$ cat config.mk
export PLATFORM = sky130hd
export DESIGN_NAME = spp_sqrt
export DESIGN_NICKNAME = d
export VERILOG_FILES = /design/src/hw/rtl/spp_pkg.sv /design/src/hw/rtl/spp_sqrt.sv
export SDC_FILE = /design/constraint.sdc
export NUM_CORES = 2
export LEC_CHECK = 0
export ABC_CLOCK_PERIOD_IN_PS = 7900
export BUFFER_PORTS_ARGS = -buffer_cell sky130_fd_sc_hd__buf_2
export CORE_ASPECT_RATIO = 0.7
export CORE_MARGIN = 5
export CORE_UTILIZATION = 50
export CTS_CLUSTER_SIZE = 8
export DETAILED_ROUTE_END_ITERATION = 12
export PLACE_DENSITY_LB_ADDON = 0.3
export SETUP_SLACK_MARGIN = 0.02
export SLEW_MARGIN = 20
export SYNTH_ARGS = -nofsm -noshare
export SYNTH_HDL_FRONTEND = slang
export SYNTH_MEMORY_MAX_BITS = 65536
export SYNTH_SLANG_ARGS = --single-unit
$ cat constraint.sdc
create_clock -name clk_i -period 7.9 [get_ports clk_i]
set_clock_uncertainty 0.2 [all_clocks]
set_input_delay 0.395 -clock clk_i [delete_from_list [all_inputs] [get_ports clk_i]]
set_output_delay 0.395 -clock clk_i [all_outputs]
set_load 0.01 [all_outputs]
$ cat src/hw/rtl/spp_pkg.sv
package spp_pkg;

  localparam int FRAC_BITS = 16;
  localparam int Q_W       = 32;
  localparam int CFG_IDX_W = 3;
  localparam int SAT_W     = 68;
  localparam int SQ_IN_W   = 64;
  localparam int SQ_OUT_W  = SQ_IN_W / 2;

  typedef enum logic [CFG_IDX_W-1:0] {
    REG_FOCAL_X  = 3'd0,
    REG_FOCAL_Y  = 3'd1,
    REG_CENTRE_X = 3'd2,
    REG_CENTRE_Y = 3'd3,
    REG_HOMOG_W  = 3'd4
  } cfg_reg_e;

  // Magnitude of a signed Q value; the most negative value maps to 2^31.
  function automatic logic [Q_W-1:0] mag_q(input logic signed [Q_W-1:0] v);
    mag_q = v[Q_W-1] ? (~v + 1'b1) : v;
  endfunction

  // Clamp a wide signed value to the signed Q range.
  function automatic logic signed [Q_W-1:0] sat_q(input logic signed [SAT_W-1:0] v);
    logic signed [SAT_W-1:0] hi;
    logic signed [SAT_W-1:0] lo;
    hi = SAT_W'(32'sh7FFF_FFFF);
    lo = SAT_W'(-32'sh7FFF_FFFF - 32'sd1);
    if (v > hi) begin
      sat_q = 32'sh7FFF_FFFF;
    end else if (v < lo) begin
      sat_q = 32'sh8000_0000;
    end else begin
      sat_q = v[Q_W-1:0];
    end
  endfunction

endpackage

$ cat src/hw/rtl/spp_sqrt.sv
// Integer square root, one result bit per pipeline stage.
module spp_sqrt (
  input  logic                         clk_i,
  input  logic [spp_pkg::SQ_IN_W-1:0]  rad_i,
  output logic [spp_pkg::SQ_OUT_W-1:0] root_o
);

  localparam int IW = spp_pkg::SQ_IN_W;
  localparam int OW = spp_pkg::SQ_OUT_W;
  localparam int RW = OW + 2;

  logic [IW-1:0] rad_q  [OW];
  logic [RW-1:0] rem_q  [OW];
  logic [OW-1:0] root_q [OW];
  logic [RW-1:0] rem_d  [OW];
  logic [OW-1:0] root_d [OW];

  always_comb begin
    for (int k = 0; k < OW; k++) begin
      logic [IW-1:0] rad_in;
      logic [RW-1:0] rem_in;
      logic [OW-1:0] root_in;
      logic [RW+1:0] rem_sh;
      logic [RW+1:0] trial;
      if (k == 0) begin
        rad_in  = rad_i;
        rem_in  = '0;
        root_in = '0;
      end else begin
        rad_in  = rad_q[k-1];
        rem_in  = rem_q[k-1];
        root_in = root_q[k-1];
      end
      rem_sh = {rem_in, rad_in[IW-1:IW-2]};
      trial  = {2'b00, root_in, 2'b01};
      if (rem_sh >= trial) begin
        rem_sh    = rem_sh - trial;
        root_d[k] = {root_in[OW-2:0], 1'b1};
      end else begin
        root_d[k] = {root_in[OW-2:0], 1'b0};
      end
      rem_d[k] = rem_sh[RW-1:0];
    end
  end

  always_ff @(posedge clk_i) begin
    for (int k = 0; k < OW; k++) begin
      rad_q[k]  <= (k == 0) ? (rad_i << 2) : (rad_q[k-1] << 2);
      rem_q[k]  <= rem_d[k];
      root_q[k] <= root_d[k];
    end
  end

  assign root_o = root_q[OW-1];

endmodule

==> results.md <==
* Tot GR Track Use at 20.50%
* Final setup fails at 0
* Worst-Skew Late Latency at 0.87 ns
* Pre-antenna DRT Iters at 6
* Critical path arrival at 4.93 ns
* Slew HR at 23.77%
* Sequential share of the synthesized area at 55.09%
* Post-synth top area cell: dfxtp_1
* Maximum clock path buffer count at 4
* Dpl ws at 3.602 ns
* Synth warn at 0
* Flops & latches, synth at 2523
* Post-synthesis mux area share at 0.8489%
* Req. time, crit path at 8.38 ns
* Status: complete, no violations
* Design area at 105500 um^2
* Asr flop ratio synth at 0%
* Initial antenna violation count at 9
* Part of the power in the clock network at 37.9%
* Largest net degree at the start of global routing at 57
* Post-Synth Adder-Cell Area at 7.670%
* Mapped Cells at 9035
* Routed Antenna Nets at 0
* Starting Density at 50.30%
* Clock Pin Slew Worst Setup and Hold Paths at 0.05 ns
* CP max FO at 40
* Top achievable clock speed at 0.2244 GHz
* Layout cell share with drive strength beyond 1 at 6.770%
* P_sw at 9.448 mW
* Reg power frac at 47.3%
* Global route overflow at 0
* Most common cell in the netlist: dfxtp_1
* Peak supply drop at 255.7 uV
* Hold Fails Final Rpt at 0
* PostCTS Resize Cnt at 0
* HPWL after DPL at 147900 um
* Clock Sinks at 2523
* Post-CTS setup buffers at 0
* Final core utilization at 57.86%
* Final net count at 10090
* Die ar. at 192200 um^2
* Area delta synth->final at 15.02%
* Synth Area in Simple Gates at 12.24%
* Slew @ Worst Pin at 1.115 ns
* Number of H-tree levels at 5
* Via density at 5.295
* Leak at 49.64 nW
* Fill cell count at 15330
* Top post-synthesis cells by count: dfxtp_1 (2523), inv_1 (731), a21oi_1 (617)
* EDFF count, synth at 0
* Pwr/cell area at 328.7 nW/um^2
* Sw Ratio at 27.26%
* Cell Int Power at 25.21 mW
* Critical path class: reg2reg
* DR DRC count at 0
* Hold_buf cts at 121
* # IOs at 97
* Post-synthesis instance area at 91680 um^2
* Tightest Hold Check Type: reg2reg
* Fin crit period at 4.455 ns
* Dpl cell area at 94800 um^2
* Reg2reg setup slack at 3.44 ns
* Root Driver: clkbuf_16
* Fin worst setup slack at 3.445 ns
* TNS Setup at 0 ns
* Combinational share of power at 14.8%
* Synth Area in Compound Gates at 12.31%
* Synth Area in XOR/XNOR at 8.120%
* Hold WS at 0.04576 ns
* Unique masters post-synth at 86
* DR iter-0 viols at 4589
* Routability cong. at 0.9149
* Top cells by area, synth: dfxtp_1 (55%), ha_1 (7.7%), xnor2_1 (4.3%), xor2_1 (3.8%), a21oi_1 (3.4%)
* Vias in the first global route at 61590
* DR vias at 63240
* Period utilization at 56.40%
* Mean area per synthesized cell at 10.15 um^2
* Final slew viol count at 0
* Die height at 368.3 um
* Port Buf Inserts at 96
* Inserted Clock Buffers at 357
* Largest family of logic cells by synthesized area: compound AO/OA/AOI/OAI gates
* Synth top area share at 55.09%
* Final WL at 201200 um
* Setup crit end kind: register
* Synth Net Count at 9662
* Site Rows at 131
* Floorplan core area at 182300 um^2
* Die extent in x at 521.8 um
* CTS tree: yes
* First-pass GRT wire length at 324300 um
* DR WL/cell at 16.85 um
* RSZ-0062 raised after global routing: false
* Nature of the critical path startpoint: register
* Maxcap violations at 0
* Main synth FF type: dfxtp_1
[worst max-delay path, cell delays in order, from the launching register on]
cell and delay [ns]:
dfxtp_1 0.33, inv_1 0.05, ha_1 0.34, nor2b_1 0.16, o21a_1 0.19, o21ai_0 0.25
a21oi_1 0.14, o31ai_1 0.61, a21oi_1 0.36, a31oi_1 0.32, o21a_1 0.25, clkinv_1 0.36
buf_4 0.40, mux2_2 0.33
[placed cells by master (no fill, tap or decap), drive strengths merged, types with 88 or more instances in the layout]
cell	count
a21o	243
a21oi	617
buf	116
clkbuf	363
dfxtp	2523
dlygate4sd3	121
ha	562
inv	742
nand2	600
nand2b	101
nand3	138
nand4	96
nor2	580
nor2b	88
nor3	214
nor4	122
o21a	90
o21ai	442
or3	89
xnor2	454
xor2	396
[power groups by stage]
stage / Combinational, mW / Clock (mW) / Sequential [mW]
4_1_cts: 5.09 / 13.5 / 16.4
3_3_place_gp: 4.90 / 0 / 16.6
3_5_place_dp: 5.00 / 0 / 16.6
6_report: 5.13 / 13.1 / 16.4
5_1_grt: 5.74 / 14.1 / 16.6
2_1_floorplan: 4.00 / 0 / 16.0
[state kept, by name, summed over array words and instances (netlist names)]
register and cells:
rem_q 1003, root_q 528, rad_q 992
[layout make-up]
class                   count  area (um^2)  share of cell area [%]
diodes                      2        5.005                0.004746
inverters                 734         2755                   2.613
clock buffers             363         9062                   8.594
repair buffers            237         1842                   1.747
well taps                2460         3078                   2.919
clock inverters            20        356.6                  0.3382
flip-flops and latches   2523        50510                   47.90
multi-input cells        5606        37840                   35.89
[cells by family after synthesis]
logic type / count (synthesis)
flops: 2523
simple gates: 2290
compound gates: 1833
buf+inv: 906
xor+xnor: 850
fa+ha+maj: 562
mux: 70
other cells: 1
[routing by layer]
metal,global-route usage [%],vias to the layer above,part of all wire [%]
met5,0,-,0
met2,31.21,1617,43
met1,29.79,29650,49
met3,3.806,376,6.2
li1,-,31600,-
met4,5.642,0,2.3
[worst paths after layout]
check | from | depth (start not counted) | to
setup / recovery | root_q[1][320] | 13 | rem_q[1][395]
hold / removal | rad_q[0][324] | 0 | rad_q[0][388]
hold reg to reg | rad_q[0][324] | 0 | rad_q[0][388]
setup reg to reg | root_q[1][320] | 13 | rem_q[1][395]
[through the flow]
step	total power, mW	cells
after floorplan	20.01	9035
after global placement	21.49	11440
after detailed placement	21.61	11440
after CTS	34.99	11940
after global routing	36.45	11940
final	34.66	11950
(Power assumes the default switching activity.)
